==> src/rtl/slet_pkg.sv <==
// Shared types and constants of the serial line editor and tokenizer.
package slet_pkg;

    // Width of one stored line character
    localparam int unsigned LS_W = 7;

    // Terminal character codes
    localparam logic [7:0] CH_BS    = 8'h08;
    localparam logic [7:0] CH_TAB   = 8'h09;
    localparam logic [7:0] CH_LF    = 8'h0a;
    localparam logic [7:0] CH_CR    = 8'h0d;
    localparam logic [7:0] CH_SP    = 8'h20;
    localparam logic [7:0] CH_GT    = 8'h3e;
    localparam logic [7:0] CH_TILDE = 8'h7e;
    localparam logic [7:0] CH_DEL   = 8'h7f;

    // Result kinds
    typedef enum logic [1:0] {
        KIND_ECHO  = 2'd0,
        KIND_TOKEN = 2'd1,
        KIND_DONE  = 2'd2
    } t_kind;

    // Sequencer states
    typedef enum logic [2:0] {
        S_IDLE,
        S_ECHO,
        S_RUB,
        S_CRLF,
        S_SCAN_RD,
        S_SCAN_EV,
        S_DONE,
        S_PROMPT
    } t_state;

    // Byte classification
    typedef struct packed {
        logic is_cr;
        logic is_lf;
        logic is_bs;
        logic is_print;
        logic is_sep;
    } t_class;

    // One result beat handed to the output register
    typedef struct packed {
        t_kind      kind;
        logic [7:0] data;
        logic [2:0] tidx;
        logic       tlast;
        logic [3:0] argc;
        logic       last;
    } t_result;

    // Byte of the rubout sequence: backspace, space, backspace
    function automatic logic [7:0] rub_byte(input logic [1:0] step);
        logic [7:0] b;
        b = (step == 2'd1) ? CH_SP : CH_BS;
        return b;
    endfunction

endpackage

==> src/rtl/slet_line_ram.sv <==
// Line store: one write port, one read port with registered read data.
module slet_line_ram #(
    parameter int unsigned DEPTH = 32,
    parameter int unsigned AW    = 5
) (
    input  logic                     i_clk,
    input  logic                     i_wr_en,
    input  logic [AW-1:0]            i_wr_addr,
    input  logic [slet_pkg::LS_W-1:0] i_wr_data,
    input  logic                     i_rd_en,
    input  logic [AW-1:0]            i_rd_addr,
    output logic [slet_pkg::LS_W-1:0] o_rd_data
);

    logic [slet_pkg::LS_W-1:0] r_mem [DEPTH];
    logic [slet_pkg::LS_W-1:0] r_rd_data;

    // Write port
    always_ff @(posedge i_clk) begin
        if (i_wr_en) begin
            r_mem[i_wr_addr] <= i_wr_data;
        end
    end

    // Read port, data holds while not enabled
    always_ff @(posedge i_clk) begin
        if (i_rd_en) begin
            r_rd_data <= r_mem[i_rd_addr];
        end
    end

    assign o_rd_data = r_rd_data;

endmodule

==> src/rtl/slet_class.sv <==
// Shared byte compare unit: classifies incoming bytes and stored characters.
module slet_class (
    input  logic [7:0]       i_byte,
    output slet_pkg::t_class o_cls
);

    always_comb begin
        o_cls.is_cr    = (i_byte == slet_pkg::CH_CR);
        o_cls.is_lf    = (i_byte == slet_pkg::CH_LF);
        o_cls.is_bs    = (i_byte == slet_pkg::CH_BS) || (i_byte == slet_pkg::CH_DEL);
        o_cls.is_print = (i_byte >= slet_pkg::CH_SP) && (i_byte <= slet_pkg::CH_TILDE);
        o_cls.is_sep   = (i_byte == slet_pkg::CH_SP) || (i_byte == slet_pkg::CH_TAB);
    end

endmodule

==> src/rtl/slet_out_reg.sv <==
// Output register: holds one result beat for the master side.
module slet_out_reg (
    input  logic              i_clk,
    input  logic              i_rst_n,
    input  logic              i_push,
    input  slet_pkg::t_result i_res,
    input  logic              i_tready,
    output logic              o_free,
    output logic              o_tvalid,
    output logic [15:0]       o_tdata,
    output logic [1:0]        o_tuser,
    output logic              o_tlast
);

    logic              r_valid;
    slet_pkg::t_result r_res;

    assign o_free = !r_valid || i_tready;

    // Valid flag
    always_ff @(posedge i_clk) begin
        if (!i_rst_n) begin
            r_valid <= 1'b0;
        end else if (o_free) begin
            r_valid <= i_push;
        end
    end

    // Payload
    always_ff @(posedge i_clk) begin
        if (o_free && i_push) begin
            r_res <= i_res;
        end
    end

    assign o_tvalid = r_valid;
    assign o_tdata  = {r_res.argc, r_res.tlast, r_res.tidx, r_res.data};
    assign o_tuser  = r_res.kind;
    assign o_tlast  = r_res.last;

endmodule

==> src/rtl/serial_line_editor_tokenizer.sv <==
// Serial line editor and tokenizer with echo: top level and sequencer.
//
// One received byte is taken per beat on the slave side; s_axis_tready is high
// only while the sequencer is idle. A printable byte is accepted and echoed in one
// beat, a backspace in three rubout beats; a dropped byte gives no beat. At end of
// line the block sends CR LF, then the scan walks the line store one entry per
// cycle through its single read port and the shared compare unit, then it sends
// the done beat and the two prompt bytes. The scan rate holds only while the
// master side takes each beat at once; a held m_axis_tready stalls every beat.
// The line store needs no clearing after reset.
module serial_line_editor_tokenizer #(
    parameter int unsigned LINE_MAX = 32,
    parameter int unsigned MAX_ARGS = 8
) (
    input  logic        i_clk,
    input  logic        i_rst_n,
    input  logic        s_axis_tvalid,
    output logic        s_axis_tready,
    input  logic [7:0]  s_axis_tdata,   // [7:0] rx_byte
    output logic        m_axis_tvalid,
    input  logic        m_axis_tready,
    output logic [15:0] m_axis_tdata,   // [7:0] data, [10:8] token_index,
                                        // [11] token_last, [15:12] arg_count
    output logic [1:0]  m_axis_tuser,   // [1:0] kind
    output logic        m_axis_tlast    // last
);

    localparam int unsigned AW = (LINE_MAX > 2) ? $clog2(LINE_MAX) : 1;
    localparam int unsigned CW = $clog2(MAX_ARGS + 2);
    localparam logic [AW-1:0] FILL_LIM = AW'(LINE_MAX - 1);
    localparam logic [CW-1:0] ARG_MAX  = CW'(MAX_ARGS);
    localparam logic [CW-1:0] ARG_OVER = CW'(MAX_ARGS + 1);

    slet_pkg::t_state          r_state, n_state;
    logic [AW-1:0]             r_fill, n_fill;
    logic                      r_cr_seen, n_cr_seen;
    logic [7:0]                r_byte, n_byte;
    logic [1:0]                r_step, n_step;
    logic [AW-1:0]             r_idx, n_idx;
    logic [CW-1:0]             r_argc, n_argc;
    logic                      r_have_cur, n_have_cur;
    logic [slet_pkg::LS_W-1:0] r_cur, n_cur;
    logic                      r_cur_keep, n_cur_keep;

    logic                      w_in_acc;
    logic [7:0]                w_cls_in;
    slet_pkg::t_class          w_cls;
    logic                      w_wr_en;
    logic                      w_rd_en;
    logic [AW-1:0]             w_rd_addr;
    logic [slet_pkg::LS_W-1:0] w_rd_data;
    logic                      w_push;
    slet_pkg::t_result         w_res;
    logic                      w_free;
    logic                      w_end;
    logic                      w_n_sep;
    logic                      w_emit;
    logic [CW-1:0]             w_argc_inc;
    logic [CW-1:0]             w_argc_sat;

    assign s_axis_tready = (r_state == slet_pkg::S_IDLE);
    assign w_in_acc      = s_axis_tvalid && s_axis_tready;

    // Compare unit input: received byte while idle, stored character otherwise
    assign w_cls_in = (r_state == slet_pkg::S_IDLE) ? s_axis_tdata : {1'b0, w_rd_data};

    slet_class u_class (
        .i_byte (w_cls_in),
        .o_cls  (w_cls)
    );

    slet_line_ram #(
        .DEPTH (LINE_MAX),
        .AW    (AW)
    ) u_line_ram (
        .i_clk     (i_clk),
        .i_wr_en   (w_wr_en),
        .i_wr_addr (r_fill),
        .i_wr_data (s_axis_tdata[slet_pkg::LS_W-1:0]),
        .i_rd_en   (w_rd_en),
        .i_rd_addr (w_rd_addr),
        .o_rd_data (w_rd_data)
    );

    slet_out_reg u_out_reg (
        .i_clk    (i_clk),
        .i_rst_n  (i_rst_n),
        .i_push   (w_push),
        .i_res    (w_res),
        .i_tready (m_axis_tready),
        .o_free   (w_free),
        .o_tvalid (m_axis_tvalid),
        .o_tdata  (m_axis_tdata),
        .o_tuser  (m_axis_tuser),
        .o_tlast  (m_axis_tlast)
    );

    // Scan helpers
    assign w_end      = (r_idx == r_fill);
    assign w_n_sep    = w_end || w_cls.is_sep;
    assign w_emit     = r_have_cur && r_cur_keep;
    assign w_argc_inc = (r_argc == ARG_OVER) ? r_argc : r_argc + CW'(1);
    assign w_argc_sat = (r_argc > ARG_MAX) ? ARG_MAX : r_argc;

    // State register and control
    always_ff @(posedge i_clk) begin
        if (!i_rst_n) begin
            r_state   <= slet_pkg::S_IDLE;
            r_fill    <= '0;
            r_cr_seen <= 1'b0;
        end else begin
            r_state   <= n_state;
            r_fill    <= n_fill;
            r_cr_seen <= n_cr_seen;
        end
    end

    // Working registers
    always_ff @(posedge i_clk) begin
        r_byte     <= n_byte;
        r_step     <= n_step;
        r_idx      <= n_idx;
        r_argc     <= n_argc;
        r_have_cur <= n_have_cur;
        r_cur      <= n_cur;
        r_cur_keep <= n_cur_keep;
    end

    // Sequencer
    always_comb begin
        n_state    = r_state;
        n_fill     = r_fill;
        n_cr_seen  = r_cr_seen;
        n_byte     = r_byte;
        n_step     = r_step;
        n_idx      = r_idx;
        n_argc     = r_argc;
        n_have_cur = r_have_cur;
        n_cur      = r_cur;
        n_cur_keep = r_cur_keep;
        w_wr_en    = 1'b0;
        w_rd_en    = 1'b0;
        w_rd_addr  = r_idx;
        w_push     = 1'b0;
        w_res      = '{kind: slet_pkg::KIND_ECHO, data: '0, tidx: '0,
                       tlast: 1'b0, argc: '0, last: 1'b0};

        unique case (r_state)
            slet_pkg::S_IDLE: begin
                if (w_in_acc) begin
                    n_byte = s_axis_tdata;
                    n_step = 2'd0;
                    if (r_cr_seen && w_cls.is_lf) begin
                        // LF right after CR is swallowed
                        n_cr_seen = 1'b0;
                    end else begin
                        n_cr_seen = w_cls.is_cr;
                        priority if (w_cls.is_cr || w_cls.is_lf) begin
                            n_state = slet_pkg::S_CRLF;
                        end else if (w_cls.is_bs) begin
                            if (r_fill != '0) begin
                                n_fill  = r_fill - AW'(1);
                                n_state = slet_pkg::S_RUB;
                            end
                        end else if (w_cls.is_print && (r_fill < FILL_LIM)) begin
                            w_wr_en = 1'b1;
                            n_fill  = r_fill + AW'(1);
                            n_state = slet_pkg::S_ECHO;
                        end
                    end
                end
            end

            slet_pkg::S_ECHO: begin
                if (w_free) begin
                    w_push     = 1'b1;
                    w_res.data = r_byte;
                    w_res.last = 1'b1;
                    n_state    = slet_pkg::S_IDLE;
                end
            end

            slet_pkg::S_RUB: begin
                if (w_free) begin
                    w_push     = 1'b1;
                    w_res.data = slet_pkg::rub_byte(r_step);
                    w_res.last = (r_step == 2'd2);
                    n_step     = r_step + 2'd1;
                    if (r_step == 2'd2) begin
                        n_state = slet_pkg::S_IDLE;
                    end
                end
            end

            slet_pkg::S_CRLF: begin
                if (w_free) begin
                    w_push     = 1'b1;
                    w_res.data = (r_step == 2'd0) ? slet_pkg::CH_CR : slet_pkg::CH_LF;
                    n_step     = r_step + 2'd1;
                    if (r_step == 2'd1) begin
                        n_idx      = '0;
                        n_argc     = '0;
                        n_have_cur = 1'b0;
                        n_cur_keep = 1'b0;
                        n_state    = slet_pkg::S_SCAN_RD;
                    end
                end
            end

            slet_pkg::S_SCAN_RD: begin
                // Prime the read of the first entry
                w_rd_en = 1'b1;
                n_state = slet_pkg::S_SCAN_EV;
            end

            slet_pkg::S_SCAN_EV: begin
                // Character at r_idx is on the read data; emit the one before it
                if (!w_emit || w_free) begin
                    if (w_emit) begin
                        w_push      = 1'b1;
                        w_res.kind  = slet_pkg::KIND_TOKEN;
                        w_res.data  = {1'b0, r_cur};
                        w_res.tidx  = 3'(r_argc - CW'(1));
                        w_res.tlast = w_n_sep;
                    end
                    if (!w_n_sep) begin
                        if (!r_have_cur) begin
                            n_argc     = w_argc_inc;
                            n_cur_keep = (w_argc_inc <= ARG_MAX);
                        end
                        n_cur      = w_rd_data;
                        n_have_cur = 1'b1;
                    end else begin
                        n_have_cur = 1'b0;
                    end
                    if (w_end) begin
                        n_state = slet_pkg::S_DONE;
                    end else begin
                        n_idx     = r_idx + AW'(1);
                        w_rd_en   = 1'b1;
                        w_rd_addr = r_idx + AW'(1);
                    end
                end
            end

            slet_pkg::S_DONE: begin
                if (w_free) begin
                    w_push     = 1'b1;
                    w_res.kind = slet_pkg::KIND_DONE;
                    w_res.argc = 4'(w_argc_sat);
                    n_fill     = '0;
                    n_step     = 2'd0;
                    n_state    = slet_pkg::S_PROMPT;
                end
            end

            slet_pkg::S_PROMPT: begin
                if (w_free) begin
                    w_push     = 1'b1;
                    w_res.data = (r_step == 2'd0) ? slet_pkg::CH_GT : slet_pkg::CH_SP;
                    w_res.last = (r_step == 2'd1);
                    n_step     = r_step + 2'd1;
                    if (r_step == 2'd1) begin
                        n_state = slet_pkg::S_IDLE;
                    end
                end
            end

            default: begin
                n_state = slet_pkg::S_IDLE;
            end
        endcase
    end

endmodule
==> config.mk <==
export PLATFORM = sky130hd
export DESIGN_NAME = serial_line_editor_tokenizer
export DESIGN_NICKNAME = d
export VERILOG_FILES = /design/src/rtl/slet_pkg.sv /design/src/rtl/slet_line_ram.sv /design/src/rtl/slet_class.sv /design/src/rtl/slet_out_reg.sv /design/src/rtl/serial_line_editor_tokenizer.sv
export SDC_FILE = /design/constraint.sdc
export NUM_CORES = 1
export LEC_CHECK = 0
export BUFFER_PORTS_ARGS = -buffer_cell sky130_fd_sc_hd__buf_4
export CAP_MARGIN = 20
export CORE_UTILIZATION = 40
export CTS_BUF_LIST = sky130_fd_sc_hd__clkbuf_8 sky130_fd_sc_hd__clkbuf_16
export CTS_CLUSTER_SIZE = 40
export DETAILED_ROUTE_END_ITERATION = 16
export HOLD_SLACK_MARGIN = 0.15
export PLACE_DENSITY = 0.62
export SYNTH_ARGS = -nofsm -noshare
export SYNTH_HDL_FRONTEND = slang
export SYNTH_SLANG_ARGS = --single-unit
export TNS_END_PERCENT = 5
==> constraint.sdc <==
create_clock -name i_clk -period 2.75 [get_ports i_clk]
set_input_delay 0.4125 -clock i_clk [delete_from_list [all_inputs] [get_ports i_clk]]
set_output_delay 0.4125 -clock i_clk [all_outputs]
set_load 0.005 [all_outputs]
======== After elaboration in Yosys (flattened, before gate mapping) ========
Memory sizes are Yosys's and may differ from the RTL's. A register that Yosys moved wholly into a read port is not among the register bits.
Cells that the tools add are included.
storage, ports and cells
  flip-flop bits (word level) ............. 57
  bits in writable memories ............... 224
  memories kept ........................... 1
  output and inout bits ................... 21
memory list
  name              depth  width  read ports  clocked after Yosys merged registers in  write ports  RTL line             RTL
  u_line_ram.r_mem  32     7      1           1                                        1            slet_line_ram.sv:15  logic [slet_pkg::LS_W-1:0] r_mem [DEPTH];
cells by class
  add/subtract/negate cells ............... 6
  $lt $le $gt $ge ......................... 5
  mux-type cells .......................... 84
  bitwise operators ....................... 3
  reduce and logical (&&, ||, !) cells .... 33
  eq/ne operators ......................... 37
operators by type and width
  kind                   count
  $mux W5                13
  $mux W3                17
  $pmux W8 S5            1
  $eq A8 B4 Y1 const B   4
  $mux W4                8
  $mux W13               2
  $pmux W3 S8            1
  $mux W1                23
  $pmux W5 S2            2
  $mux W6                3
  $ne A2 B2 Y1 const B   9
  $mux W8                2
  $ne A2 B1 Y1 const B   7
  $reduce_and A14 Y1     1
  $eq A3 B3 Y1 const B   4
  $add A5 B1 Y5 const B  2
  $reduce_and A3 Y1      3
  $eq A8 B6 Y1 const B   1
  $eq A8 B7 Y1 const B   1
  $ge A8 B6 Y1 const B   1
  $le A8 B7 Y1 const B   1
  $mux W2                4
  $pmux W1 S2            4
  $pmux W4 S2            1
  other kinds (35)       53

======== Depth between registers and ports, before layout ========
  depth after elaboration ................. 13
  depth in mapped cells ................... 12
  gate-level depth less buffers ........... 12

======== By module ========
Synthesis repeated with hierarchy kept, for this count alone.
second synthesis, totals
  cell total of the unflattened synthesis .. 692
  area, all modules ....................... 12,204.2 sq um
by module, submodules not included
  module                        area an instance (sq um)  times used  seq. area each (sq um)  cells each
  slet_line_ram                 8,903.5                   1           6,936.7                 370
  serial_line_editor_tokenizer  2,555.0                   1           1,021.0                 283
  slet_out_reg                  628.1                     1           590.6                   24
  slet_class                    117.6                     1           0.0                     15

======== Worst setup path after synthesis ========
OpenSTA, ideal clock, no wires.
  kind .................................... reg-to-reg
  start ................................... register r_idx[0]
  end ..................................... register u_line_ram.r_rd_data, in the netlist u_line_ram.o_rd_data[0] (read register of u_line_ram.r_mem) (data pin)
  data arrival time ....................... 2,345 ps
  path slack .............................. 134 ps
  library setup time ...................... 272 ps
  required time ........................... 2,478 ps
  stages on the path, launching flop included .. 10
  cell sequence ........................... edfxtp_1 ha_1 clkbuf_1 nor3_1 a21boi_1 a22oi_1 buf_2 o221ai_1 o2bb2ai_1 or4_1
on the way
  cells in the longest elaborated chain, start to end .. 4
  elaborated cells between the ends (all ways) .. 8
  classes of those cells .................. 1 x add/sub; 1 x eq/ne; 6 x mux
RTL lines
  what                                           RTL line                                                                 RTL
  start: declaration                             serial_line_editor_tokenizer.sv:39                                       logic [AW-1:0] r_idx, n_idx;
  start signal: assignment                       serial_line_editor_tokenizer.sv:122                                      r_idx <= n_idx;
  $add A5 B1 Y5 or $eq A5 B5 Y1 (tied branches)  serial_line_editor_tokenizer.sv:241, serial_line_editor_tokenizer.sv:99
  $mux W5 or $mux W1 (tied branches)             serial_line_editor_tokenizer.sv:236                                      if (w_end) begin
  $mux W5 or $mux W1 (tied branches)             --
  $mux W5 or $pmux W1 S2 (tied branches)         serial_line_editor_tokenizer.sv:148                                      unique case (r_state)
  end: declaration                               slet_line_ram.sv:16                                                      logic [slet_pkg::LS_W-1:0] r_rd_data;
Parallel ways exist; a longest one is shown, timed or not.
A chain may end at the register's enable or synchronous reset.

======== Worst setup path in the final report ========
  start ................................... register r_idx[0]
  end ..................................... register u_line_ram.r_rd_data, in the netlist u_line_ram.o_rd_data[6] (read register of u_line_ram.r_mem) (data pin)
The elaborated chain is that of the path after synthesis.

==> results_dict.tcl <==
set metrics [dict create \
    ir_drop_v 0.000475 \
    row_count 63 \
    hold_violations 0 \
    critPathKind "register to register" \
    vias 8470 \
    syn_to_final_growth_pct 23.8 \
    synthSimpleGateAreaFrac 0.108 \
    failed_checks "negative setup slack" \
    cts_tree "done" \
    synth_top_area_cell "edfxtp_1" \
    max_clock_freq_mhz 363 \
    grt_pass1_wl_mm 49.5 \
    dieHeight_um 177 \
    wl_per_cell_um 21.1 \
    place_area_um2 14000 \
    cp.arrival_ps 3040 \
    seq_power_share 0.501 \
    layout.nets 1120 \
    synth-edff-count 278 \
    n_antenna_cell 0 \
    drcViolationCount 0 \
    yosysSeqAreaShare 0.698 \
    yosys_warnings 0 \
    dp_cells 1444 \
    setup_ws_ps -4.08 \
    core_area_um2 29900 \
    clockPowerShare 0.365 \
    outcome "complete, but fails checks" \
    synthFlopType "edfxtp_1" \
    cts_inserted_buffers 29 \
    die_area_um2 31300 \
    switchingPower_mw 2.55 \
    synth_top_family_by_area "compound AO/OA/AOI/OAI gates" \
    netlist-cell-type-count 71 \
    drive_gt1_frac 0.235 \
    clock_latency_ps 570 \
    netlist.area_leader.share 0.681 \
    instances_no_fill 1509 \
    rr_worst_depth 13 \
    fp.dieW_um 177 \
    first_iter_violations 631 \
    wl_mm 31.9 \
    clock_sinks 288 \
    fin_util 0.508 \
    netlist_area_um2 12300 \
    yosys-top-cells-count "edfxtp_1 (278), o22ai_1 (100), nor2_1 (91), nand2_1 (57), a21oi_1 (53)" \
    ys_seq_elements 288 \
    clockBufferDepth 3 \
    portBuffers 32 \
    avgSynthCellArea_um2 13.3 \
    internal_power_mw 7.76 \
    async_reset_ff_frac 0 \
    dp_hpwl_mm 21.8 \
    tightest_slew_ps 632 \
    hold_depth 2 \
    grt_pass1_vias 8442 \
    fin_crit_sh 1.00 \
    gp_congestion 0.832 \
    p_leak_nw 5.45 \
    crit_fanout 27 \
    vias_per_cell 5.61 \
    rsz0062_at_grt "true" \
    design_area_um2 15200 \
    synthTopCellsByArea "edfxtp_1 (68%), o22ai_1 (5.1%), nor2_1 (2.8%), a21oi_1 (2.2%), nand2_1 (1.7%)" \
    switching_share 0.247 \
    cts_root_buffer "clkbuf_16" \
    power.share.combinational 0.133 \
    skew_ps 20.1 \
    ios 33 \
    cp.required_ps 3040 \
    slew_violations 0 \
    yosysMostFrequentCell "edfxtp_1" \
    hold_path_end "r_state[2]" \
    syn_inst 919 \
    htree_levels 1 \
    whs_ps 170 \
    crit_path_start_kind "register" \
    post-route-min-period_ps 2750 \
    synth_xor_area_frac 0.0122 \
    r2r_start "r_idx[0]" \
    grt_max_degree 36 \
    start_util 0.410 \
    synthAdderAreaFrac 0.0129 \
    ant_nets 0 \
    gr-usage-all-layers 0.208 \
    grt-ovfl-total 0 \
    totalPowerFinal_mw 10.3 \
    cp-end-kind "register" \
    worstReg2RegEnd "u_line_ram.o_rd_data[6]" \
    hp-class "input pin to register" \
    relSlewSlack 0.578 \
    clk_pin_slew_ps 60 \
    synth_compound_area_frac 0.124 \
    hold_start "i_rst_n" \
    antenna_found_initial 0 \
    synthMuxAreaShare 0.0218 \
    reg2reg_slack_ps -4 \
    dr.pass1.iters 6 \
    power_density_nw_per_um2 680 \
    max-cap-violations 0 \
    finalSetupViolations 1 \
]
==> worst max-delay path by stage <==
| stage | slack (ps) | cells past startpoint | startpoint | to |
|---|---|---|---|---|
| 2_1_floorplan | 130 | 9 | r_idx[0] | u_line_ram.o_rd_data[0] |
| 3_3_place_gp | -150 | 11 | m_axis_tready | u_line_ram.o_rd_data[6] |
| 3_5_place_dp | -150 | 10 | s_axis_tdata[4] | r_state[0] |
| 4_1_cts | -20 | 12 | r_idx[0] | u_line_ram.o_rd_data[5] |
| 5_1_grt | -120 | 10 | r_idx[1] | u_line_ram.o_rd_data[0] |
| 6_report | -4 | 13 | r_idx[0] | u_line_ram.o_rd_data[6] |
==> routing by layer <==
metal / track usage / share of wire
met5: 0 / 0
met2: 0.335 / 0.46
met4: 0.0603 / 0.027
met3: 0.0311 / 0.063
met1: 0.290 / 0.45
==> cell type report <==
| type | instances | area [um^2] |
|---|---|---|
| clock inverter | 25 | 176 |
| multi-input combinational | 571 | 3610 |
| fill | 2562 | 14700 |
| inverter | 20 | 75.1 |
| tap | 390 | 488 |
| sequential | 288 | 8550 |
| clock buffer | 29 | 726 |
| timing repair buffer | 186 | 1540 |
==> cells in the final DEF (no fill, tap or decap), drive strengths merged, types with 7 or more instances in the layout <==
master,synthesis,routed
nand4,10,10
nand3,15,15
inv,18,28
o21ai,16,16
nor2,91,91
a22oi,8,8
or3,7,7
mux2i,21,21
o32ai,7,7
nand2b,11,11
xnor2,15,15
and2,13,13
buf,38,181
clkinv,2,15
nor4,10,10
clkbuf,9,29
edfxtp,278,278
ha,11,11
dfxtp,10,10
nor3,33,33
and3,7,7
o22ai,100,100
conb,1,7
a21oi,55,55
nand2,57,57
==> metrics by stage <==
step	setup TNS, ps	worst slack, ps
after floorplan	0	134
after global placement	-611	-148
after detailed placement	-1080	-150
after CTS	-49.7	-20.9
after global routing	-595	-124
final	-4.08	-4.08
==> power groups by stage <==
| stage | Combinational [mW] | Sequential, mW | Clock, mW |
|---|---|---|---|
| floorplan | 0.665 | 5.26 | 0 |
| global placement | 1.32 | 5.25 | 0 |
| detailed placement | 1.34 | 5.26 | 0 |
| CTS | 1.36 | 5.17 | 3.82 |
| global route | 1.50 | 5.19 | 3.99 |
| finish | 1.38 | 5.17 | 3.77 |
==> cell families (layout without fill, tap and decap cells) <==
logic type / Yosys count / count (layout)
adders and majority gates: 12 / 12
muxes: 26 / 26
and+or+nand+nor: 275 / 275
xor gates and xnor gates: 17 / 17
other: 1 / 7
AOI/OAI and AO/OA: 233 / 234
DFF: 288 / 288
buffers and inverters: 67 / 260
==> worst max-delay path: stages (launching register included) <==
cell	delay (ps)
edfxtp_1	470
buf_6	170
xnor2_4	120
and3_4	200
buf_4	130
a21boi_2	190
buf_4	150
a22oi_2	100
buf_12	200
o22ai_1	200
nor3_1	100
a21oi_1	200
buf_4	150
nand4_1	80
==> registers in the layout, indices dropped and copies added, names as in the netlist, 2 cells and up <==
| name | flops |
|---|---|
| u_out_reg.o_tdata | 16 |
| r_argc | 4 |
| u_line_ram.r_mem | 224 |
| u_out_reg.o_tuser | 2 |
| r_byte | 8 |
| r_state | 3 |
| r_fill | 5 |
| r_step | 2 |
| r_cur | 7 |
| r_idx | 5 |
| u_line_ram.o_rd_data | 7 |
==> timing repair <==
action | in CTS | in global routing
setup buffers | 5 | 0
gates cloned | 2 | 0
endpoints found under the hold margin | 5 | 0
gates resized for setup | 24 | 9
pin swaps | 5 | 2
hold buffers | 4 | 0
endpoints found under the setup margin | 7 | 24
Note: power is estimated with default switching activity, not from simulation.
